===== config.mk =====
export PLATFORM = sky130hd
export DESIGN_NAME = video_scroll_address_unit_top
export DESIGN_NICKNAME = d
export VERILOG_FILES = /design/src/sv/vsa_pkg.sv /design/src/sv/vsa_addr_map.sv /design/src/sv/video_scroll_address_unit_top.sv
export SDC_FILE = /design/constraint.sdc
export NUM_CORES = 1
export LEC_CHECK = 0
export BUFFER_PORTS_ARGS = -buffer_cell sky130_fd_sc_hd__buf_4
export CAP_MARGIN = 20
export CORE_AREA = 2 2 140 142
export CTS_CLUSTER_DIAMETER = 50
export DETAILED_ROUTE_END_ITERATION = 12
export DIE_AREA = 0 0 142 144
export GPL_ROUTABILITY_DRIVEN = 0
export GPL_TIMING_DRIVEN = 0
export PLACE_DENSITY = 0.47
export SLEW_MARGIN = 20
export SYNTH_ARGS = -nofsm -noshare
export SYNTH_HDL_FRONTEND = slang
export SYNTH_HIERARCHICAL = 1
export SYNTH_SLANG_ARGS = --single-unit

===== constraint.sdc =====
create_clock -name i_clk -period 3.7 [get_ports i_clk]
set_input_delay 0.37 -clock i_clk [delete_from_list [all_inputs] [get_ports i_clk]]
set_output_delay 0.37 -clock i_clk [all_outputs]
set_load 0.01 [all_outputs]

===== src/sv/vsa_pkg.sv =====
`timescale 1ns / 1ps
`default_nettype none
// ----------------------------------------------------------------------------
// vsa_pkg: shared types and constants of the video scroll address unit
// Request structs, command codes, access kinds and mirroring modes.
// ----------------------------------------------------------------------------
package vsa_pkg;

    localparam int unsigned ADDR_W = 15;
    localparam int unsigned PHYS_W = 14;

    typedef enum logic [3:0] {
        CMD_CTRL_WR   = 4'd0,
        CMD_SCROLL_WR = 4'd1,
        CMD_ADDR_WR   = 4'd2,
        CMD_DATA_RD   = 4'd3,
        CMD_DATA_WR   = 4'd4,
        CMD_STATUS_RD = 4'd5,
        CMD_FRAME_CPY = 4'd6,
        CMD_LINE_CPY  = 4'd7,
        CMD_X_INC     = 4'd8,
        CMD_Y_INC     = 4'd9
    } t_cmd;

    typedef enum logic [1:0] {
        ACC_NONE  = 2'd0,
        ACC_READ  = 2'd1,
        ACC_WRITE = 2'd2
    } t_access;

    typedef enum logic [2:0] {
        MIR_HORIZONTAL = 3'd0,
        MIR_VERTICAL   = 3'd1,
        MIR_SINGLE_LO  = 3'd2,
        MIR_SINGLE_HI  = 3'd3,
        MIR_FOUR       = 3'd4
    } t_mirror;

    // Copy masks for the render-time steps
    localparam logic [ADDR_W-1:0] FRAME_CPY_MASK = 15'h7BE0;
    localparam logic [ADDR_W-1:0] LINE_CPY_MASK  = 15'h041F;
    localparam logic [4:0]        COARSE_Y_LAST  = 5'd29;
    localparam logic [4:0]        COARSE_MAX     = 5'd31;

    typedef struct packed {
        logic [3:0] cmd;
        logic [7:0] data_byte;
    } t_vsa_in;

    typedef struct packed {
        logic [1:0]        access_kind;
        logic [PHYS_W-1:0] physical_address;
        logic              pattern_space;
        logic [7:0]        write_byte;
        logic [ADDR_W-1:0] current_address;
        logic [2:0]        fine_scroll_x;
        logic              second_write;
    } t_vsa_out;

endpackage : vsa_pkg
`default_nettype wire


===== src/sv/vsa_addr_map.sv =====
`timescale 1ns / 1ps
`default_nettype none
// ----------------------------------------------------------------------------
// vsa_addr_map: physical address mapping
// Applies nametable and palette mirroring to the current video address.
// ----------------------------------------------------------------------------
module vsa_addr_map (
    input  wire logic [vsa_pkg::ADDR_W-1:0] i_addr,
    input  wire logic [2:0]                 i_mode,
    output logic      [vsa_pkg::PHYS_W-1:0] o_phys,
    output logic                            o_pattern
);
    import vsa_pkg::*;

    logic [PHYS_W-1:0] a;
    logic [11:0]       off;

    assign a   = i_addr[PHYS_W-1:0];
    assign off = a[11:0];
    assign o_pattern = ~a[13];

    always_comb begin
        o_phys = a;
        if (!a[13]) begin
            o_phys = a;
        end else if (a[12:8] == 5'h1F) begin
            // palette: fold to 32 entries, backdrop aliases share entries with bit 4 clear
            o_phys = {a[13:8], 3'b000, (a[1:0] == 2'b00) ? 1'b0 : a[4], a[3:0]};
        end else begin
            unique case (i_mode)
                MIR_HORIZONTAL: o_phys = {3'b100, off[11], off[9:0]};
                MIR_VERTICAL:   o_phys = {3'b100, off[10:0]};
                MIR_SINGLE_LO:  o_phys = {4'b1000, off[9:0]};
                MIR_SINGLE_HI:  o_phys = {4'b1001, off[9:0]};
                default:        o_phys = {2'b10, off};
            endcase
        end
    end

endmodule : vsa_addr_map
`default_nettype wire


===== src/sv/video_scroll_address_unit_top.sv =====
`timescale 1ns / 1ps
`default_nettype none
// ----------------------------------------------------------------------------
// video_scroll_address_unit_top: scroll and address registers
// Holds current/temporary video address, fine X, write toggle and step mode;
// executes one command per cycle unless stalled and reports the mapped access.
// ----------------------------------------------------------------------------
//  channel  | direction | handshake              | payload
//  ---------+-----------+------------------------+---------------------------
//  in       | input     | i_in_valid / o_in_stall| i_in_data  (t_vsa_in)
//  out      | output    | o_out_valid/ i_out_stall| o_out_data (t_vsa_out)
//  cfg      | input     | i_cfg_wr_en            | i_cfg_wr_data (mirroring)
//
// One request per cycle sustained unless stalled; each request passes the
// input register, then its result the output register. The input register
// feeds a single pass of command logic that updates the state and loads the
// result register in the same edge. Synchronous active-low reset clears valid
// flags and state, not payload. A stalled output holds the result; the input
// register still takes a new request while it waits, stalling when both fill.
// ----------------------------------------------------------------------------
module video_scroll_address_unit_top (
    input  wire logic              i_clk,
    input  wire logic              i_rst_n,
    input  wire logic              i_cfg_wr_en,
    input  wire logic [2:0]        i_cfg_wr_data,
    input  wire logic              i_in_valid,
    output logic                   o_in_stall,
    input  wire vsa_pkg::t_vsa_in  i_in_data,
    output logic                   o_out_valid,
    input  wire logic              i_out_stall,
    output vsa_pkg::t_vsa_out      o_out_data
);
    import vsa_pkg::*;

    // Request register stage
    logic    r_in_vld;
    t_vsa_in r_in;

    // Result register stage
    logic     r_out_vld;
    t_vsa_out r_out;

    // Architectural state
    logic [ADDR_W-1:0] r_cur, n_cur;
    logic [ADDR_W-1:0] r_tmp, n_tmp;
    logic [2:0]        r_fine_x, n_fine_x;
    logic              r_toggle, n_toggle;
    logic              r_step_row, n_step_row;
    logic [2:0]        r_mirror;

    logic     adv;
    t_vsa_out n_out;

    logic [PHYS_W-1:0] map_phys;
    logic              map_pat;
    logic [4:0]        coarse_y;
    logic [7:0]        d;

    // Advance the request into the result register when it is empty or drains
    assign adv        = r_in_vld && (!r_out_vld || !i_out_stall);
    assign o_in_stall = r_in_vld && !adv;

    assign d        = r_in.data_byte;
    assign coarse_y = r_cur[9:5];

    vsa_addr_map u_map (
        .i_addr    (r_cur),
        .i_mode    (r_mirror),
        .o_phys    (map_phys),
        .o_pattern (map_pat)
    );

    always_comb begin
        n_cur      = r_cur;
        n_tmp      = r_tmp;
        n_fine_x   = r_fine_x;
        n_toggle   = r_toggle;
        n_step_row = r_step_row;
        n_out      = '0;
        unique case (r_in.cmd)
            CMD_CTRL_WR: begin
                n_tmp[11:10] = d[1:0];
                n_step_row   = d[2];
            end
            CMD_SCROLL_WR: begin
                if (!r_toggle) begin
                    n_tmp[4:0] = d[7:3];
                    n_fine_x   = d[2:0];
                end else begin
                    n_tmp[9:5]   = d[7:3];
                    n_tmp[14:12] = d[2:0];
                end
                n_toggle = ~r_toggle;
            end
            CMD_ADDR_WR: begin
                if (!r_toggle) begin
                    // high byte: bit 14 drops
                    n_tmp = {1'b0, d[5:0], r_tmp[7:0]};
                end else begin
                    n_tmp = {r_tmp[14:8], d};
                    n_cur = {r_tmp[14:8], d};
                end
                n_toggle = ~r_toggle;
            end
            CMD_DATA_RD, CMD_DATA_WR: begin
                n_out.access_kind      = (r_in.cmd == CMD_DATA_RD) ? ACC_READ : ACC_WRITE;
                n_out.physical_address = map_phys;
                n_out.pattern_space    = map_pat;
                n_out.write_byte       = (r_in.cmd == CMD_DATA_WR) ? d : 8'd0;
                n_cur = r_cur + (r_step_row ? ADDR_W'(32) : ADDR_W'(1));
            end
            CMD_STATUS_RD: begin
                n_toggle = 1'b0;
            end
            CMD_FRAME_CPY: begin
                n_cur = (r_cur & ~FRAME_CPY_MASK) | (r_tmp & FRAME_CPY_MASK);
            end
            CMD_LINE_CPY: begin
                n_cur = (r_cur & ~LINE_CPY_MASK) | (r_tmp & LINE_CPY_MASK);
            end
            CMD_X_INC: begin
                if (r_cur[4:0] == COARSE_MAX) begin
                    // wrap coarse X, hop to the neighbouring nametable
                    n_cur[4:0] = 5'd0;
                    n_cur[10]  = ~r_cur[10];
                end else begin
                    n_cur[4:0] = r_cur[4:0] + 5'd1;
                end
            end
            CMD_Y_INC: begin
                if (r_cur[14:12] != 3'd7) begin
                    n_cur[14:12] = r_cur[14:12] + 3'd1;
                end else begin
                    n_cur[14:12] = 3'd0;
                    if (coarse_y == COARSE_Y_LAST) begin
                        n_cur[9:5] = 5'd0;
                        n_cur[11]  = ~r_cur[11];
                    end else if (coarse_y == COARSE_MAX) begin
                        n_cur[9:5] = 5'd0;
                    end else begin
                        n_cur[9:5] = coarse_y + 5'd1;
                    end
                end
            end
            default: begin
                // unused command codes: hold everything
            end
        endcase
        n_out.current_address = n_cur;
        n_out.fine_scroll_x   = n_fine_x;
        n_out.second_write    = n_toggle;
    end

    // Control: valid flags and architectural state
    always_ff @(posedge i_clk) begin
        if (!i_rst_n) begin
            r_in_vld   <= 1'b0;
            r_out_vld  <= 1'b0;
            r_cur      <= '0;
            r_tmp      <= '0;
            r_fine_x   <= '0;
            r_toggle   <= 1'b0;
            r_step_row <= 1'b0;
            r_mirror   <= MIR_HORIZONTAL;
        end else begin
            if (i_cfg_wr_en) begin
                r_mirror <= i_cfg_wr_data;
            end
            if (!o_in_stall) begin
                r_in_vld <= i_in_valid;
            end
            if (adv) begin
                r_out_vld  <= 1'b1;
                r_cur      <= n_cur;
                r_tmp      <= n_tmp;
                r_fine_x   <= n_fine_x;
                r_toggle   <= n_toggle;
                r_step_row <= n_step_row;
            end else if (!i_out_stall) begin
                r_out_vld <= 1'b0;
            end
        end
    end

    // Payload registers: no reset
    always_ff @(posedge i_clk) begin
        if (!o_in_stall && i_in_valid) begin
            r_in <= i_in_data;
        end
        if (adv) begin
            r_out <= n_out;
        end
    end

    assign o_out_valid = r_out_vld;
    assign o_out_data  = r_out;

endmodule : video_scroll_address_unit_top
`default_nettype wire

**Word level (Yosys, flattened, before mapping)**

Index checks and enable logic that the tools add are counted.

- Output and inout port bits: 46
- Memories kept: 0
- Word-level logic and storage cells: 106
- Register bits after elaboration: 96
- Bits in writable memories: 0
- Input port bits: 20
- Bits in latches: 0
- Memory bits (read-only): 0

- Equal/unequal tests: 22
- Reduce and logical (&&, ||, !) cells: 22
- Shift-type cells: 0
- $mul: 0
- Magnitude comparators: 0
- Divide/modulo/power cells: 0
- Muxes and demuxes: 31
- Bitwise gates (word level): 6
- $add $sub $neg: 4

Operator list:

| operator | count |
|---|---|
| case mux 5 bit (5 select lines) | 2 |
| case mux 12 bit (4 select lines) | 1 |
| 2-to-1 mux 15 bit | 2 |
| 2-to-1 mux 5 bit | 6 |
| 2-to-1 mux 13 bit | 2 |
| equality test 5 bit (second input constant) | 4 |
| case mux 10 bit (2 select lines) | 1 |
| case mux 4 bit (5 select lines) | 1 |
| equality test 4 x 3 -> 1 bit (second input constant) | 4 |
| adder 15 x 6 -> 15 bit | 1 |
| bitwise OR 11 x 15 -> 15 bit | 1 |
| bitwise OR 15 x 11 -> 15 bit | 1 |
| 2-to-1 mux 3 bit | 4 |
| AND reduction 4 bit | 3 |
| adder 5 x 1 -> 5 bit (second input constant) | 2 |
| equality test 4 x 2 -> 1 bit (second input constant) | 2 |
| equality test 4 bit (second input constant) | 2 |
| inequality test 2 bit (second input constant) | 4 |
| equality test 3 x 2 -> 1 bit (second input constant) | 2 |
| 2-to-1 mux 1 bit | 6 |
| 2-to-1 mux 6 bit | 1 |
| case mux 3 bit (2 select lines) | 1 |
| AND reduction 2 bit | 3 |
| case mux 1 bit (5 select lines) | 1 |
| other kinds (18) | 28 |

**Longest topological paths before layout**

Gate-level depths: netlist of the first run.

- Depth after elaboration: 7
- Depth in mapped cells: 8
- Gate-level depth less buffers: 8

**Hierarchy**

The synthesis of the first run kept the hierarchy.

Modules (own cells, without submodules):

| module | area an instance (µm²) | cells each | seq. area each (µm²) | times used |
|---|---|---|---|---|
| video_scroll_address_unit_top | 4833.4 | 481 | 2482.4 | 1 |
| vsa_addr_map | 161.4 | 23 | 0.0 | 1 |

**Worst setup path before layout of the first run**

OpenSTA, ideal clock, no wires.

- Kind: in2reg
- Start: in i_out_stall
- End: reg r_cur[7]
- Buffers on the path: 1
- Data required time: 3.471 ns
- Stages on the path: 5
- Setup time: 0.229 ns
- Slack: 1.092 ns
- Arrival: 2.379 ns
- Cell sequence: nand2_1 > nand2_1 > clkinv_1 > clkbuf_1 > a41oi_1

- Cells in the longest elaborated chain, start to end: 3

RTL lines:

| element | line | RTL |
|---|---|---|
| start: declaration | video_scroll_address_unit_top.sv:30 | `input wire logic i_out_stall,` |
| zero test 1 bit | -- |  |
| logical OR 1 bit | video_scroll_address_unit_top.sv:60 | `assign adv = r_in_vld && (!r_out_vld \|\| !i_out_stall);` |
| logical AND 1 bit | video_scroll_address_unit_top.sv:60 |  |
| named net adv | video_scroll_address_unit_top.sv:51 | `logic adv;` |
| end signal: assignment | video_scroll_address_unit_top.sv:174 | `r_cur <= n_cur;` |
| end: declaration | video_scroll_address_unit_top.sv:44 | `logic [ADDR_W-1:0] r_cur, n_cur;` |

The timed path passes the listed nets, and every way through them passes these cells.
A chain may end at the register's enable or synchronous reset.

**Worst setup path after layout of the first run**

- Start: reg r_cur[0]
- End: reg r_out, in the netlist o_out_data[14], data pin

- Cells in the longest elaborated chain, start to end: 3
- Elaborated cells on any way between the ends: 4
- Classes of those cells: add/sub: 1; eq/ne: 1; mux: 2

RTL lines:

| element | line | RTL |
|---|---|---|
| parallel branches: the longest is 2 deep, another holds adder 15 x 6 -> 15 bit | -- |  |
| case mux 1 bit (5 select lines) * | video_scroll_address_unit_top.sv:80 | `unique case (r_in.cmd)` |
| named net n_cur[10] | video_scroll_address_unit_top.sv:44 |  |
| end signal: assignment | video_scroll_address_unit_top.sv:191 | `r_out <= n_out;` |
| end: declaration | video_scroll_address_unit_top.sv:41 | `t_vsa_out r_out;` |

Mark *: on every way through the listed nets, which the timed path passes.

==> out/results.ini, run 1 <==
[sta]
finClkSkew_ns = 0.008802
finalSetupViolCount = 0
period_needed_ns = 2.757
fmax_mhz = 362.7
rsz0062_at_grt = no
fin_tns_setup_ns = 0
setup_ws_ns = 0.9428
hold_violations = 0
worst_slew_margin_rel = 0.3482
final_max_slew_viol_count = 0
period_share = 0.7452
worst_pin_slew_ns = 0.9757

[floorplan]
dieHeight_um = 144
die_x_um = 142
ios = 66
core.rowCount = 51
die_area_um2 = 20450
core_area_um2 = 19080
start_util = 0.2618

[critical_path]
r2r_cells = 7
cp_max_fo = 8
regToRegSetupSlack_ns = 0.94
startpoint = r_cur[0]
cp-end-kind = register
r2r_start = r_cur[0]
cp.arrival_ns = 2.86
cp_slowest_stage_delay_ns = 0.59
cpLargestDelayFamily = compound AO/OA/AOI/OAI gates
critical_path_class = register to register
rr_endpoint = o_out_data[14]
worstSetupStartpointType = register
endpoint = o_out_data[14]
cp_num_buf_inv = 0
crit_required_ns = 3.81
cp.depth = 7
critPathSlowestCell = o21bai_1
path_cells = ha_1 -> ha_1 -> nand3_1 -> o21bai_1 -> nand3_1 -> o311a_1 -> or2_1

[route]
dr_wl_met2_um = 6365
highest_layer = met4
dr.pass1.iters = 5
routed-wl-met3_um = 791
drc = 0
routed_via_density = 5.117
ant_nets = 0
m1WireLength_um = 6672
vias = 4211
wl_per_cell_um = 17.30
drtIter0Drc = 285
wl_um = 14240

[cells_and_area]
fin_util = 0.3215
stdcell_area_um2 = 6135
antennaDiodeCount = 0
layout-area-overhead-vs-synth_pct = 22.82
num-nets-final = 611
fillers = 1966
drive_above_1_share = 0.2017

[yosys]
synth-simple-area-share = 0.2119
async_reset_ff_frac = 0
synth.avg_cell_area_um2 = 9.910
synth_edf_count = 56
ys.warnings.count = 6
ys_seq_area_frac = 0.4970
synth-main-ff-cell = edfxtp_1
ys_top_cells_by_count = edfxtp_1 (56), nor2_1 (45), dfxtp_1 (40)
synth.largest_area_cell = edfxtp_1
synth_compound_area_frac = 0.1916
mappedNetlistArea_um2 = 4995
synth_fp_nets = 534
netlist.area_leader.share = 0.3367
synthAdderAreaFrac = 0.02505
yosysUniqueCellTypes = 76
synth.most_common_cell = edfxtp_1
synthMuxAreaShare = 0.01503
ys_ff_latch = 96
synthCells = 504
synth_area_leaders = edfxtp_1 (34%), dfxtp_1 (16%), nor2_1 (3.4%)
synth_xor_area_frac = 0.005261
synth_top_family_by_area = simple AND/OR/NAND/NOR gates

[power_and_ir_drop]
vdd_drop_max_uv = 197.3
p_leak_uw = 0.002343
p_per_area_nw_per_um2 = 413.3
total_power_uw = 2536

[grt]
grt_pass1_wl_um = 22310
grt_pass1_vias = 4086
overflow = 0
antenna_found_initial = 0
grt_max_degree = 39
grt_usage = 0.1435

[clock_network]
ctsHtreeMaxLevel = 3
postCtsHoldBufs = 0
cts_tree = built
clock_path_buffers = 2
worstSkewPairLatency_ns = 0.35
clkSlewWorstSetupHoldPaths_ns = 0.07
cts-root-buf = clkbuf_16
cts-resized-gates = 0
cts_buffers = 9
post_cts_buffers = 0
cts_sinks = 96

[run_status]
status = finished, final reports clean

[placement]
pre_cts_slack_ns = 0.9782
dp_hpwl_um = 10370
place_area_um2 = 5803
io_buffers = 64

[min_path]
hold_path.class = input pin to register

[job]
maxCapViolCount = 0

cell usage in the layout, fill, tap and decap left out, types with 10 or more instances in the layout:
| cell type | instances |
|---|---|
| a21oi_1 | 31 |
| a31oi_1 | 10 |
| and2_1 | 25 |
| buf_4 | 73 |
| clkbuf_1 | 18 |
| dfxtp_1 | 40 |
| edfxtp_1 | 56 |
| ha_1 | 10 |
| inv_1 | 15 |
| nand2_1 | 34 |
| nand3_1 | 17 |
| nor2_1 | 45 |
| nor3_1 | 14 |
| o21ai_0 | 27 |
how the worst min path moves through the flow:
stage	slack, ns	to	cells past startpoint	startpoint
2_1_floorplan	0.43	r_fine_x[2]	2	r_fine_x[2]
3_3_place_gp	0.44	r_fine_x[2]	2	r_fine_x[2]
3_5_place_dp	0.45	r_fine_x[2]	2	r_fine_x[2]
5_1_grt	0.18	r_in[10]	1	i_in_data[10]
4_1_cts	0.18	d[5]	1	i_in_data[5]
6_report	0.19	d[4]	1	i_in_data[4]
power breakdown:
part / switching [µW] / internal, µW / total (µW)
clock: 392 / 655 / 1050
combinational: 158 / 114 / 273
sequential: 35.2 / 1180 / 1220
per-layer routing:
layer,track usage,vias up
li1,-,2049
met5,0,-
met1,0.1936,1965
met4,0.06474,0
met2,0.2260,165
met3,0.02483,32
through the flow:
stage | instances | hold slack, ns
floorplan | 504 | 0.4338
global placement | 806 | 0.4440
detailed placement | 807 | 0.4528
CTS | 822 | 0.1813
global route | 823 | 0.1810
finish | 823 | 0.1912
sequential cells by signal, indices dropped and copies added (netlist names), 3 cells and up:
| register | count |
|---|---|
| o_out_data | 44 |
| r_cur | 15 |
| r_tmp | 15 |
| d | 8 |
| r_in | 4 |
| r_fine_x | 3 |
| r_mirror | 3 |
layout make-up:
type / count / area, µm² / share of cell area
Buffer: 38 / 214.0 / 0.03488
Clock buffer: 11 / 232.7 / 0.03794
Clock inverter: 4 / 93.84 / 0.01530
Inverter: 16 / 60.06 / 0.009790
Multi-Input combinational cell: 354 / 2248 / 0.3665
Sequential cell: 96 / 2482 / 0.4047
Tap cell: 238 / 297.8 / 0.04854
Timing Repair Buffer: 66 / 505.5 / 0.08240
cell families after synthesis:
group / after synthesis
compound gates: 140
buf+inv: 54
fa+ha+maj: 10
xor+xnor: 3
mux: 7
flops: 96
simple gates: 194
No activity file was read; power rests on OpenSTA's default activity.
==> run 2: changes to the inputs <==
==> constraint.sdc (replaced) <==
create_clock -name i_clk -period 2.8 [get_ports i_clk]
set_input_delay 0.28 -clock i_clk [delete_from_list [all_inputs] [get_ports i_clk]]
set_output_delay 0.28 -clock i_clk [all_outputs]
set_load 0.01 [all_outputs]
==> run 2 against run 1 <==
- core utilization hardly changed
- cell count unchanged
- register-to-register slack got worse by 0.68 ns
- sequential power is 32% higher
- critical path type unchanged
- power rose by 32%
- clock-buffer cell count unchanged
- combinational power is 32% higher
- non-clock buffer count did not move
- via count grew 0.17%
- hold slack worse by 0.090 ns
- global-route usage unchanged
==> out/results.ini, run 2 (synthesis results as in run 1) <==
[sta]
worst_pin_slew_ns = 0.9730  ; -0.002722 ns
finalSetupViolCount = 0  ; unchanged
final_max_slew_viol_count = 0  ; unchanged
period_needed_ns = 2.536  ; -0.2208 ns
fmax_mhz = 394.3  ; +8.7%
worst_slew_margin_rel = 0.3500  ; +0.001819
setup_ws_ns = 0.2636  ; -0.6792 ns
finClkSkew_ns = 0.007554  ; -0.001248 ns
period_share = 0.9058  ; +0.1607
hold_violations = 0  ; unchanged
rsz0062_at_grt = no

[clock_network]
ctsHtreeMaxLevel = 3  ; unchanged
cts-resized-gates = 0  ; unchanged
clock_path_buffers = 2  ; unchanged
cts_buffers = 9  ; unchanged
cts-root-buf = clkbuf_16
post_cts_buffers = 0  ; unchanged
cts_sinks = 96  ; unchanged
worstSkewPairLatency_ns = 0.35  ; about the same
postCtsHoldBufs = 0  ; unchanged
clkSlewWorstSetupHoldPaths_ns = 0.07  ; about the same
cts_tree = built

[grt]
grt_max_degree = 39  ; unchanged
overflow = 0  ; unchanged
antenna_found_initial = 0  ; unchanged
grt_pass1_vias = 4086  ; unchanged
grt_pass1_wl_um = 22310  ; unchanged
grt_usage = 0.1435  ; unchanged

[critical_path]
cp.arrival_ns = 2.64  ; -0.22 ns
path_cells = ha_1 -> ha_1 -> nand3_1 -> o21bai_2 -> nand3_1 -> o311a_1 -> or2_1
endpoint = o_out_data[14]
crit_required_ns = 2.90  ; -0.91 ns
cp_slowest_stage_delay_ns = 0.52  ; -0.07 ns
regToRegSetupSlack_ns = 0.26  ; -0.68 ns
rr_endpoint = o_out_data[14]
critPathSlowestCell = dfxtp_1
cp_num_buf_inv = 0  ; unchanged
cp.depth = 7  ; unchanged
startpoint = r_cur[0]
cp_max_fo = 8  ; unchanged
cpLargestDelayFamily = compound AO/OA/AOI/OAI gates
cp-end-kind = register
worstSetupStartpointType = register
r2r_start = r_cur[0]
critical_path_class = register to register
r2r_cells = 7  ; unchanged

[floorplan]
core.rowCount = 51  ; unchanged
start_util = 0.2618  ; unchanged
ios = 66  ; unchanged
die_area_um2 = 20450  ; unchanged
core_area_um2 = 19080  ; unchanged
die_x_um = 142  ; unchanged
dieHeight_um = 144  ; unchanged

[route]
drc = 0  ; unchanged
wl_per_cell_um = 17.33  ; +0.16%
routed_via_density = 5.125  ; +0.17%
drtIter0Drc = 279  ; -2.1%
dr.pass1.iters = 5  ; unchanged
ant_nets = 0  ; unchanged
wl_um = 14260  ; +0.16%
vias = 4218  ; +0.17%

[cells_and_area]
layout.cells.non_filler = 823  ; unchanged
num-nets-final = 611  ; unchanged
drive_above_1_share = 0.2034  ; +0.001709
fin_util = 0.3217  ; about the same
layout-area-overhead-vs-synth_pct = 22.90  ; about the same
largest_reg_flops = 44  ; unchanged
stdcell_area_um2 = 6138  ; about the same
antennaDiodeCount = 0  ; unchanged
final_common_cell = buf_4
final_cell_mix = buf_4 (73), edfxtp_1 (56), nor2_1 (45)

[placement]
place_inst = 807  ; unchanged
io_buffers = 64  ; unchanged
place_area_um2 = 5803  ; unchanged
pre_cts_slack_ns = 0.07824  ; -0.9000 ns
dp_hpwl_um = 10370  ; unchanged

[power_and_ir_drop]
total_power_uw = 3350  ; +32%
p_leak_uw = 0.002347  ; +0.20%
p_per_area_nw_per_um2 = 545.7  ; +32%
vdd_drop_max_uv = 260.9  ; +32%

[min_path]
min-delay-start = i_in_data[4]
hold_path.class = input pin to register

[job]
maxCapViolCount = 0  ; unchanged

[run_status]
status = finished, final reports clean

run 2: per-layer routing:
layer / vias up / GRT usage / share of wire
met5: - / 0 / 0
met4: 0 / 0.06474 / 0.028
met3: 30 / 0.02483 / 0.062
met2: 156 / 0.2260 / 0.45
met1: 1983 / 0.1936 / 0.46
li1: 2049 / - / -
run 2: final cells by class:
class                      instances  area [µm²]
fill                            1966       12940
clock buffer                      11       232.7
multi-input combinational        354        2252
tap                              238       297.8
sequential                        96        2482
inverter                          16       60.06
buffer                            38       214.0
timing repair buffer              66       505.5
clock inverter                     4       93.84
run 2: where the power goes:
group          switching [µW]  internal (µW)
clock                     518            866
combinational             209            151
sequential               46.3           1560
total                     773           2580
run 2: per-stage QoR:
stage | hold slack (ns) | TNS [ns]
after floorplan | 0.3789 | 0
after global placement | 0.4440 | -54.31
after detailed placement | 0.4528 | 0
after CTS | 0.09128 | 0
after global routing | 0.09097 | 0
final | 0.1011 | 0
run 2: worst min path at each step:
stage	to	slack (ns)	cells past startpoint
after floorplan	d[0]	0.38	0
after global placement	r_fine_x[2]	0.44	2
final	d[4]	0.10	1
after CTS	d[5]	0.09	1
after global routing	r_in[10]	0.09	1
after detailed placement	r_fine_x[2]	0.45	2
